==> src/hw/rtl/lfu_pkg.sv <==
// ----------------------------------------------------------------------------
// LFU cache package
// Shared sizes, beat payload types and the control structs that travel
// between the sequencer, the scan unit and the entry store.
// ----------------------------------------------------------------------------
package lfu_pkg;

   // Sizing
   localparam int ENTRIES    = 16;
   localparam int COUNT_BITS = 16;

   localparam int IDX_W = (ENTRIES > 1) ? $clog2(ENTRIES) : 1;
   localparam int RANK_W = IDX_W;
   localparam int OCC_W = $clog2(ENTRIES + 1);
   localparam int KEY_W = 32;
   localparam int VAL_W = 32;
   localparam int CSR_W = 5;
   localparam int CMP_W = (OCC_W > CSR_W) ? OCC_W : CSR_W;

   localparam logic [CSR_W-1:0]      CAP_RESET = CSR_W'(16);
   localparam logic [COUNT_BITS-1:0] COUNT_MAX = {COUNT_BITS{1'b1}};
   localparam logic [COUNT_BITS-1:0] COUNT_ONE = COUNT_BITS'(1);
   localparam logic [VAL_W-1:0]      MISS_VALUE = {VAL_W{1'b1}};
   localparam logic [VAL_W-1:0]      PUT_VALUE = '0;

   // Operation codes carried in the request beat
   localparam logic KIND_GET = 1'b0;
   localparam logic KIND_PUT = 1'b1;

   // Request and response beats
   typedef struct packed {
      logic                    kind;
      logic signed [KEY_W-1:0] key;
      logic signed [VAL_W-1:0] write_value;
   } req_type;

   typedef struct packed {
      logic                    found;
      logic signed [VAL_W-1:0] read_value;
   } rsp_type;

   // One entry as read from the store
   typedef struct packed {
      logic                  valid;
      logic [KEY_W-1:0]      key;
      logic [VAL_W-1:0]      value;
      logic [COUNT_BITS-1:0] count;
      logic [RANK_W-1:0]     rank;
   } entry_type;

   // Outcome of one pass over the entries
   typedef struct packed {
      logic              hit;
      logic [IDX_W-1:0]  hit_idx;
      logic [RANK_W-1:0] hit_rank;
      logic [VAL_W-1:0]  hit_value;
      logic              victim_ok;
      logic [IDX_W-1:0]  victim_idx;
      logic [RANK_W-1:0] victim_rank;
      logic              free_ok;
      logic [IDX_W-1:0]  free_idx;
   } scan_type;

   // Store update command
   typedef enum logic [1:0] {
      UPD_NONE   = 2'b00,
      UPD_HIT    = 2'b01,
      UPD_INSERT = 2'b10
   } upd_op_type;

   typedef struct packed {
      upd_op_type        op;
      logic [IDX_W-1:0]  idx;
      logic [RANK_W-1:0] hit_rank;
      logic              put;
      logic [KEY_W-1:0]  key;
      logic [VAL_W-1:0]  value;
      logic              evict;
      logic [RANK_W-1:0] victim_rank;
   } upd_type;

endpackage

==> src/hw/rtl/lfu_store.sv <==
// ----------------------------------------------------------------------------
// LFU entry store
// Entry registers with one read port at the scan index and an update that
// applies a hit or an insert across all entries in parallel.
// ----------------------------------------------------------------------------
module lfu_store
   import lfu_pkg::*;
(
   input  logic             clock,
   input  logic             reset,
   input  logic [IDX_W-1:0] rd_idx,
   output entry_type        rd,
   input  upd_type          upd
);

   logic [ENTRIES-1:0]    valid_ff;
   logic [ENTRIES-1:0]    valid_in;
   logic [KEY_W-1:0]      key_ff   [ENTRIES];
   logic [KEY_W-1:0]      key_in   [ENTRIES];
   logic [VAL_W-1:0]      value_ff [ENTRIES];
   logic [VAL_W-1:0]      value_in [ENTRIES];
   logic [COUNT_BITS-1:0] count_ff [ENTRIES];
   logic [COUNT_BITS-1:0] count_in [ENTRIES];
   logic [RANK_W-1:0]     rank_ff  [ENTRIES];
   logic [RANK_W-1:0]     rank_in  [ENTRIES];

   // Read the entry under the scan index
   assign rd.valid = valid_ff[rd_idx];
   assign rd.key   = key_ff[rd_idx];
   assign rd.value = value_ff[rd_idx];
   assign rd.count = count_ff[rd_idx];
   assign rd.rank  = rank_ff[rd_idx];

   // Apply the update command to every entry in parallel
   always_comb begin
      valid_in = valid_ff;
      key_in   = key_ff;
      value_in = value_ff;
      count_in = count_ff;
      rank_in  = rank_ff;
      for (int i = 0; i < ENTRIES; i++) begin
         case (upd.op)
            UPD_HIT: begin
               // age entries newer than the hit one, then make it the newest
               if (valid_ff[i] && (rank_ff[i] < upd.hit_rank)) begin
                  rank_in[i] = rank_ff[i] + 1'b1;
               end
               if (IDX_W'(i) == upd.idx) begin
                  rank_in[i] = '0;
                  if (count_ff[i] != COUNT_MAX) begin
                     count_in[i] = count_ff[i] + 1'b1;
                  end
                  if (upd.put) begin
                     value_in[i] = upd.value;
                  end
               end
            end
            UPD_INSERT: begin
               if (IDX_W'(i) == upd.idx) begin
                  valid_in[i] = 1'b1;
                  key_in[i]   = upd.key;
                  value_in[i] = upd.value;
                  count_in[i] = COUNT_ONE;
                  rank_in[i]  = '0;
               end else if (valid_ff[i]) begin
                  // close the gap left by the victim, then age by one
                  if (upd.evict && (rank_ff[i] > upd.victim_rank)) begin
                     rank_in[i] = rank_ff[i];
                  end else begin
                     rank_in[i] = rank_ff[i] + 1'b1;
                  end
               end
            end
            default: begin
            end
         endcase
      end
   end

   // Valid bits clear on reset
   always_ff @(posedge clock) begin
      if (reset) begin
         valid_ff <= '0;
      end else begin
         valid_ff <= valid_in;
      end
   end

   // Entry payload
   always_ff @(posedge clock) begin
      key_ff   <= key_in;
      value_ff <= value_in;
      count_ff <= count_in;
      rank_ff  <= rank_in;
   end

endmodule

==> src/hw/rtl/lfu_scan.sv <==
// ----------------------------------------------------------------------------
// LFU scan unit
// Shared compare unit, one entry per cycle while step is high: finds the key
// match, the eviction victim (lowest count, oldest on a tie), first free slot.
// ----------------------------------------------------------------------------
module lfu_scan
   import lfu_pkg::*;
(
   input  logic             clock,
   input  logic             reset,
   input  logic             clear,
   input  logic             step,
   input  logic [IDX_W-1:0] idx,
   input  entry_type        rd,
   input  logic [KEY_W-1:0] key,
   output scan_type         result
);

   scan_type              res_ff;
   scan_type              res_in;
   logic [COUNT_BITS-1:0] vcount_ff;
   logic [COUNT_BITS-1:0] vcount_in;
   logic                  take_victim;

   // Victim test: lower count wins, equal count goes to the older entry
   assign take_victim = !res_ff.victim_ok || (rd.count < vcount_ff) ||
                        ((rd.count == vcount_ff) && (rd.rank > res_ff.victim_rank));

   // Clear the trackers, or advance them by one entry
   always_comb begin
      res_in    = res_ff;
      vcount_in = vcount_ff;
      if (clear) begin
         res_in = '0;
      end else if (step) begin
         if (rd.valid) begin
            if (!res_ff.hit && (rd.key == key)) begin
               res_in.hit       = 1'b1;
               res_in.hit_idx   = idx;
               res_in.hit_rank  = rd.rank;
               res_in.hit_value = rd.value;
            end
            if (take_victim) begin
               res_in.victim_ok   = 1'b1;
               res_in.victim_idx  = idx;
               res_in.victim_rank = rd.rank;
               vcount_in          = rd.count;
            end
         end else if (!res_ff.free_ok) begin
            res_in.free_ok  = 1'b1;
            res_in.free_idx = idx;
         end
      end
   end

   always_ff @(posedge clock) begin
      if (reset) begin
         res_ff <= '0;
      end else begin
         res_ff <= res_in;
      end
   end

   always_ff @(posedge clock) begin
      vcount_ff <= vcount_in;
   end

   assign result = res_ff;

endmodule

==> src/hw/rtl/lfu_cache_lru_tiebreak_core.sv <==
// ----------------------------------------------------------------------------
// LFU cache with LRU tie-break
// Fully associative key-value cache; evicts the least used entry, oldest
// first among equal counts.
//
//  Channel  Direction  Handshake           Beat
//  req_     in         req_valid/req_stall req_data (kind, key, write_value)
//  rsp_     out        rsp_valid/rsp_stall rsp_data (found, read_value)
//  csr_     in         csr_valid/csr_ready csr_data (capacity_in_use)
//
// An item passes from acceptance through a scan of every entry in turn
// through the shared compare unit, then an update and the load of the
// response register; with capacity zero it goes straight to the response.
// req_stall is high from acceptance until the response is loaded; a stalled
// response holds the block in its last step. Reset is synchronous and clears
// all valid bits at once; capacity resets to 16.
// ----------------------------------------------------------------------------
module lfu_cache_lru_tiebreak_core
   import lfu_pkg::*;
(
   input  logic             clock,
   input  logic             reset,
   input  logic             req_valid,
   output logic             req_stall,
   input  req_type          req_data,
   output logic             rsp_valid,
   input  logic             rsp_stall,
   output rsp_type          rsp_data,
   input  logic             csr_valid,
   output logic             csr_ready,
   input  logic [CSR_W-1:0] csr_data
);

   typedef enum logic [3:0] {
      ST_IDLE   = 4'b0001,
      ST_SCAN   = 4'b0010,
      ST_UPDATE = 4'b0100,
      ST_EMIT   = 4'b1000
   } state_type;

   state_type        state_ff;
   state_type        state_in;
   logic [IDX_W-1:0] idx_ff;
   logic [IDX_W-1:0] idx_in;
   logic [OCC_W-1:0] occ_ff;
   logic [OCC_W-1:0] occ_in;
   logic [CSR_W-1:0] cap_ff;
   logic             cap0_ff;
   logic             cap0_in;
   req_type          req_ff;
   req_type          req_in;
   logic             rsp_valid_ff;
   logic             rsp_valid_in;
   rsp_type          rsp_ff;
   rsp_type          rsp_in;

   logic             req_take;
   logic             rsp_free;
   logic             full;
   logic             is_put;
   entry_type        rd;
   scan_type         scan;
   upd_type          upd;

   assign req_take  = req_valid && (state_ff == ST_IDLE);
   assign req_stall = (state_ff != ST_IDLE);
   assign rsp_free  = !rsp_valid_ff || !rsp_stall;
   assign is_put    = (req_ff.kind == KIND_PUT);
   assign csr_ready = 1'b1;

   // Full when occupancy reaches the capacity, clamped to the entry count
   assign full = (CMP_W'(occ_ff) >= CMP_W'(cap_ff)) || (occ_ff == OCC_W'(ENTRIES));

   lfu_store u_store (
      .clock  (clock),
      .reset  (reset),
      .rd_idx (idx_ff),
      .rd     (rd),
      .upd    (upd)
   );

   lfu_scan u_scan (
      .clock  (clock),
      .reset  (reset),
      .clear  (req_take),
      .step   (state_ff == ST_SCAN),
      .idx    (idx_ff),
      .rd     (rd),
      .key    (req_ff.key),
      .result (scan)
   );

   // Build the store update from the scan outcome
   always_comb begin
      upd             = '0;
      upd.op          = UPD_NONE;
      upd.hit_rank    = scan.hit_rank;
      upd.put         = is_put;
      upd.key         = req_ff.key;
      upd.value       = req_ff.write_value;
      upd.evict       = full;
      upd.victim_rank = scan.victim_rank;
      if (scan.hit) begin
         upd.idx = scan.hit_idx;
      end else if (full) begin
         upd.idx = scan.victim_idx;
      end else begin
         upd.idx = scan.free_idx;
      end
      if (state_ff == ST_UPDATE) begin
         if (scan.hit) begin
            upd.op = UPD_HIT;
         end else if (is_put) begin
            upd.op = UPD_INSERT;
         end
      end
   end

   // Sequencer
   always_comb begin
      state_in     = state_ff;
      idx_in       = idx_ff;
      occ_in       = occ_ff;
      cap0_in      = cap0_ff;
      req_in       = req_ff;
      rsp_in       = rsp_ff;
      rsp_valid_in = rsp_valid_ff && rsp_stall;
      case (state_ff)
         ST_IDLE: begin
            if (req_take) begin
               req_in  = req_data;
               cap0_in = (cap_ff == '0);
               idx_in  = '0;
               state_in = (cap_ff == '0) ? ST_EMIT : ST_SCAN;
            end
         end
         ST_SCAN: begin
            if (idx_ff == IDX_W'(ENTRIES - 1)) begin
               idx_in   = '0;
               state_in = ST_UPDATE;
            end else begin
               idx_in = idx_ff + 1'b1;
            end
         end
         ST_UPDATE: begin
            // an insert adds one entry; an eviction drops one first
            if (!scan.hit && is_put && !full) begin
               occ_in = occ_ff + 1'b1;
            end
            state_in = ST_EMIT;
         end
         ST_EMIT: begin
            if (rsp_free) begin
               rsp_in.found = !cap0_ff && scan.hit;
               if (is_put) begin
                  rsp_in.read_value = PUT_VALUE;
               end else if (!cap0_ff && scan.hit) begin
                  rsp_in.read_value = scan.hit_value;
               end else begin
                  rsp_in.read_value = MISS_VALUE;
               end
               rsp_valid_in = 1'b1;
               state_in     = ST_IDLE;
            end
         end
         default: begin
            state_in = ST_IDLE;
         end
      endcase
   end

   // Control state
   always_ff @(posedge clock) begin
      if (reset) begin
         state_ff     <= ST_IDLE;
         idx_ff       <= '0;
         occ_ff       <= '0;
         cap_ff       <= CAP_RESET;
         cap0_ff      <= 1'b0;
         rsp_valid_ff <= 1'b0;
      end else begin
         state_ff     <= state_in;
         idx_ff       <= idx_in;
         occ_ff       <= occ_in;
         cap0_ff      <= cap0_in;
         rsp_valid_ff <= rsp_valid_in;
         if (csr_valid && csr_ready) begin
            cap_ff <= csr_data;
         end
      end
   end

   // Request and response beats
   always_ff @(posedge clock) begin
      req_ff <= req_in;
      rsp_ff <= rsp_in;
   end

   assign rsp_valid = rsp_valid_ff;
   assign rsp_data  = rsp_ff;

endmodule
==> config.mk <==
export PLATFORM = sky130hd
export DESIGN_NAME = lfu_cache_lru_tiebreak_core
export DESIGN_NICKNAME = d
export VERILOG_FILES = /design/src/hw/rtl/lfu_pkg.sv /design/src/hw/rtl/lfu_store.sv /design/src/hw/rtl/lfu_scan.sv /design/src/hw/rtl/lfu_cache_lru_tiebreak_core.sv
export SDC_FILE = /design/constraint.sdc
export NUM_CORES = 2
export LEC_CHECK = 0
export BUFFER_PORTS_ARGS = -buffer_cell sky130_fd_sc_hd__clkbuf_2
export CORE_UTILIZATION = 55
export CTS_CLUSTER_DIAMETER = 60
export CTS_CLUSTER_SIZE = 40
export DETAILED_ROUTE_END_ITERATION = 7
export PLACE_DENSITY = 0.71
export SETUP_SLACK_MARGIN = 0.5
export SYNTH_ARGS = -nofsm -noshare
export SYNTH_HDL_FRONTEND = slang
export SYNTH_SLANG_ARGS = --single-unit
==> constraint.sdc <==
create_clock -name clock -period 7 [get_ports clock]
set_input_delay 2.1 -clock clock [delete_from_list [all_inputs] [get_ports clock]]
set_output_delay 2.1 -clock clock [all_outputs]
set_load 0.01 [all_outputs]
Word level (Yosys, flattened, before mapping)
Cells that the tools add are included.
Storage, ports and cells
  input port bits: 75
  register bits: 1549
  output and inout bits: 36
  word-level logic and storage cells: 685
Operators by class
  mux-type cells: 239
  bitwise operators: 4
  add/subtract/negate cells: 34
  reductions and logical operators: 128
  magnitude comparators: 37
  eq/ne operators: 142
Operators by type and width (number)
  two-way mux 32 bit: 38
  one-hot mux 32 bit (2 select lines): 16
  two-way mux 16 bit: 50
  one-hot mux 16 bit (2 select lines): 16
  two-way mux 4 bit: 90
  adder 16 x 1 -> 16 bit, second input constant: 16
  binary-select mux 32 bit (select 4 bit): 2
  != test 16 bit, second input constant: 16
  AND reduction 4 bit: 49
  one-hot mux 4 bit (2 select lines): 17
  != test 2 x 1 -> 1 bit, second input constant: 48
  != test 3 x 1 -> 1 bit, second input constant: 32
  adder 4 x 1 -> 4 bit, second input constant: 17
  greater-than comparator 4 bit: 17
  binary-select mux 16 bit (select 4 bit): 1
  less-than comparator 4 bit: 16
  != test 3 x 2 -> 1 bit, second input constant: 16
  AND reduction 2 bit: 21
  logical AND 1 bit: 39
  == test 32 bit: 1
  == test 4 bit, first input constant: 8
  binary-select mux 4 bit (select 4 bit): 1
  == test 16 bit: 1
  == test 3 x 4 -> 1 bit, first input constant: 4
  29 further kinds: 52

Longest topological paths before layout
  depth in word-level cells: 8
  depth in mapped cells: 20
  depth with buffers taken out: 14

Modules after synthesis
From an unflattened synthesis, not the netlist that was laid out.
Second synthesis, totals
  cells, all modules: 4271
  area, all modules: 68351.8 µm²
By module, submodules not included
  lfu_store: cells an instance 3644, area an instance 60574.3 µm², times used 1, seq. area each 40679.0 µm²
  lfu_cache_lru_tiebreak_core: cells an instance 302, area an instance 4450.5 µm², times used 1, seq. area each 3343.2 µm²
  lfu_scan: cells an instance 325, area an instance 3326.9 µm², times used 1, seq. area each 1581.5 µm²

Least setup slack after synthesis
No wires, ideal clock.
  path kind: in2reg
  from: input port req_valid
  to: register u_scan.res_ff, in the netlist u_scan.result[15]
  arrival: 5.082 ns
  library setup time: 0.128 ns
  buffers on the path: 3
  data required time: 6.872 ns
  stages on the path: 6
  setup slack: 1.791 ns
  cell sequence: and2_1 clkbuf_1 or2_2 clkbuf_1 clkbuf_1 nor2_1
Between the ends
  cells in the longest elaborated chain, start to end: 2
Ends and longest elaborated chain
  from (decl): line lfu_cache_lru_tiebreak_core.sv:23  | input logic req_valid,
  logical AND 1 bit: line lfu_cache_lru_tiebreak_core.sv:65  | assign req_take = req_valid && (state_ff == ST_IDLE);
  OR reduction 2 bit (no line)
  to (signal assigned): line lfu_scan.sv:60  | res_ff <= res_in;
  to (decl): line lfu_scan.sv:19  | scan_type res_ff;
No other way between the ends.
A chain may end at the register's enable or synchronous reset.

Final worst setup path
  from: register idx_ff[2]
  to: register u_scan.res_ff, in the netlist u_scan.result[26]
Between the ends
  cells in the longest elaborated chain, start to end: 7
  elaborated cells between the ends (all ways): 12
  those cells by class: 1 x eq/ne; 8 x mux; 1 x bitwise; 2 x reduce/logical
Ends and longest elaborated chain
  from (decl): line lfu_cache_lru_tiebreak_core.sv:43  | logic [IDX_W-1:0] idx_ff;
  from (signal assigned): line lfu_cache_lru_tiebreak_core.sv:183  | idx_ff <= idx_in;
  NOT 4 -> 5 bit (not written as such): line lfu_store.sv:29, lfu_store.sv:30
  binary-select mux 32 bit (select 4 bit): line lfu_store.sv:29  | assign rd.key = key_ff[rd_idx];
  two-way mux 32 bit (not written as such) (2 in a row): line lfu_store.sv:29
  == test 32 bit: line lfu_scan.sv:37  | if (!res_ff.hit && (rd.key == key)) begin
  logical AND 1 bit: line lfu_scan.sv:37
  AND reduction 3 bit (no line)
Several ways; a longest one is shown, not always the timed one. The select of a mux whose other input is x is not followed.

==> results.json <==
{
  "grt-ovfl-total": 0,
  "num_io_pins": 111,
  "ir_worst_vdd_mv": 0.299,
  "p_per_area_nw_per_um2": 261,
  "yosysMostFrequentCell": "edfxtp_1",
  "numCtsBuffers": 114,
  "synth.largest_area_cell": "edfxtp_1",
  "clock.fmax_mhz": 190,
  "nets": 4566,
  "drive_gt1_frac": 0.186,
  "synth_cell_types": 73,
  "clk_latency_ns": 0.77,
  "grt_antenna_before_repair": 6,
  "critPathMaxFanout": 46,
  "ys_ff_latch": 1549,
  "syn-instance-count": 4224,
  "fin_crit_sh": 0.751,
  "ys_seq_area_frac": 0.664,
  "fillCellCount": 8841,
  "fin_area_um2": 75400,
  "violations": "DRC, capacitance limit, slew limit",
  "holdBufCountCts": 0,
  "worst_clock_skew_ns": 0.0416,
  "synth_ff_type": "edfxtp_1",
  "synth_nets": 4473,
  "postRouteAntennaNets": 0,
  "drv_slew": 6,
  "die_area_um2": 126000,
  "synth_edf_count": 1458,
  "root_buffer": "clkbuf_16",
  "setup_ws_ns": 1.74,
  "min_path_type": "flip-flop to flip-flop",
  "syn_area_um2": 68700,
  "cp-end-kind": "flip-flop",
  "vias": 38700,
  "setup_violations": 0,
  "tightestPinTransition_ns": 1.51,
  "clock_sinks": 1549,
  "finalWirelength_mm": 165,
  "leakagePower_nw": 24.5,
  "slew_headroom": -0.0129,
  "place.gp.congestion": 0.876,
  "synth_top_area_frac": 0.638,
  "ys_top_cells_by_area": "edfxtp_1, mux4_2, ha_1",
  "cts_buffer_depth": 3,
  "setup-tns-final_ns": 0,
  "hold_violations": 0,
  "synthArstFlopShare": 0,
  "rows": 129,
  "port_buffers": 109,
  "yosys-top-cells-count": "edfxtp_1, nor2_1, mux4_2",
  "die_h_um": 355,
  "place_ws_ns": 1.73,
  "start_util": 0.555,
  "final_util": 0.609,
  "min_period_ns": 5.26,
  "yosys_warnings": 0,
  "maxCapViolCount": 1,
  "htreeDepth": 3,
  "syn_to_final_growth_pct": 9.87,
  "core_um2": 124000,
  "avgSynthCellArea_um2": 16.3,
  "placed_cell_area_um2": 71200,
  "remaining_drc_errors": 4,
  "firstDrtPassIters": 8,
  "cts_resized": 0,
  "n_antenna_cell": 0,
  "clk_pin_slew_worst_paths_ns": 0.08,
  "arrival_ns": 5.89,
  "grtUsageTotal": 0.262,
  "grt_pass1_vias": 38000,
  "rsz0062_at_grt": "no",
  "regToRegSetupSlack_ns": 1.74,
  "post-cts-setup-buffers": 0,
  "wl_per_cell_um": 27.3,
  "tritoncts": "yes",
  "cp-start-kind": "flip-flop",
  "die_w_um": 355,
  "drt_iter0_drc": 4218,
  "grt_start_max_net_pins": 95,
  "setup.worst_path.class": "flip-flop to flip-flop",
  "status": "finished, violations left",
  "required_ns": 7.63,
  "grt_first_pass_wirelength_mm": 247,
  "vias_per_cell": 6.39,
  "dp_hpwl_mm": 103
}
through the flow:
| stage | hold WS, ns | power [mW] | cells |
|---|---|---|---|
| after floorplan | 0.430 | 12.0 | 4224 |
| after global placement | 0.447 | 12.6 | 5838 |
| after detailed placement | 0.451 | 12.6 | 5838 |
| after CTS | 0.462 | 19.8 | 6055 |
| after global routing | 0.492 | 20.2 | 6055 |
| final | 0.459 | 19.7 | 6055 |
worst max-delay path, stage by stage, from the launching register on:
cell and delay, ns:
dfxtp_4 0.88, buf_4 0.44, buf_4 0.59, mux4_2 0.58
mux2i_1 0.15, mux2i_1 0.11, xnor2_1 0.28, o211ai_1 0.18
a21oi_1 0.31, nand4_4 0.71, buf_4 0.53, mux2i_1 0.19
nor2_1 0.05
state kept, by name, indices dropped and copies added, names as in the netlist, 5 cells and up:
signal	count
u_store.rank_ff	64
u_scan.vcount_ff	16
u_store.value_ff	512
rsp_data	33
u_store.count_ff	256
u_store.valid_ff	16
u_scan.result	55
occ_ff	5
u_store.key_ff	512
req_ff	64
cap_ff	5
power breakdown:
part | switching, mW | leakage, nW | internal (mW)
Clock | 3.75 | 2.03 | 3.57
Sequential | 0.488 | 13.9 | 10.7
Combinational | 0.688 | 8.59 | 0.516
Total | 4.93 | 24.5 | 14.8
final timing paths:
path	cells after the start	end	start
hold / removal	2	u_scan.result[8]$_SDFFE_PP0P_	u_scan.result[8]$_SDFFE_PP0P_
setup reg to reg	12	u_scan.result[26]$_SDFFE_PP0P_	idx_ff[2]$_SDFFE_PP0P_
setup / recovery	12	u_scan.result[26]$_SDFFE_PP0P_	idx_ff[2]$_SDFFE_PP0P_
hold reg to reg	2	u_scan.result[8]$_SDFFE_PP0P_	u_scan.result[8]$_SDFFE_PP0P_
layout by cell type, fill, tap and decap left out, types with 73 or more instances in the layout:
cell type,count
clkbuf_2,109
nand2_1,157
mux4_2,364
nor2_1,386
ha_1,172
buf_4,73
clkbuf_16,115
xor2_1,178
o21ai_0,115
edfxtp_1,1458
mux2i_1,144
nand3_1,110
a21oi_1,109
dfxtp_1,87
xnor2_1,78
logic make-up (layout without fill, tap and decap cells):
group                    count (synthesis)  after routing  synth area share
XOR/XNOR                               256            256            0.0327
AND/OR/NAND/NOR                       1052           1052            0.0745
flip-flops                            1549           1549             0.664
buffers and inverters                  279            473            0.0182
adder cells (fa/ha/maj)                174            174            0.0317
multiplexers                           509            509             0.141
AO/OA/AOI/OAI                          404            404            0.0380
other                                    1              1         0.0000546
area by class of cell:
cell class,count,area (µm²),area share
Timing Repair Buffer,185,1150,0.0153
Clock buffer,119,2890,0.0384
Multi-Input combinational cell,2396,22100,0.293
Inverter,71,272,0.00360
Sequential cell,1549,45600,0.605
Clock inverter,98,1380,0.0183
Tap cell,1637,2050,0.0272
metal layers:
layer / GRT usage / wire length [µm] / vias to the layer above
met5: 0 / 35 / -
met4: 0.0818 / 5370 / 6
met3: 0.0372 / 11700 / 296
met2: 0.427 / 80200 / 1619
li1: - / - / 16700
met1: 0.370 / 67600 / 20000
Power figures use the tool's default switching activity.
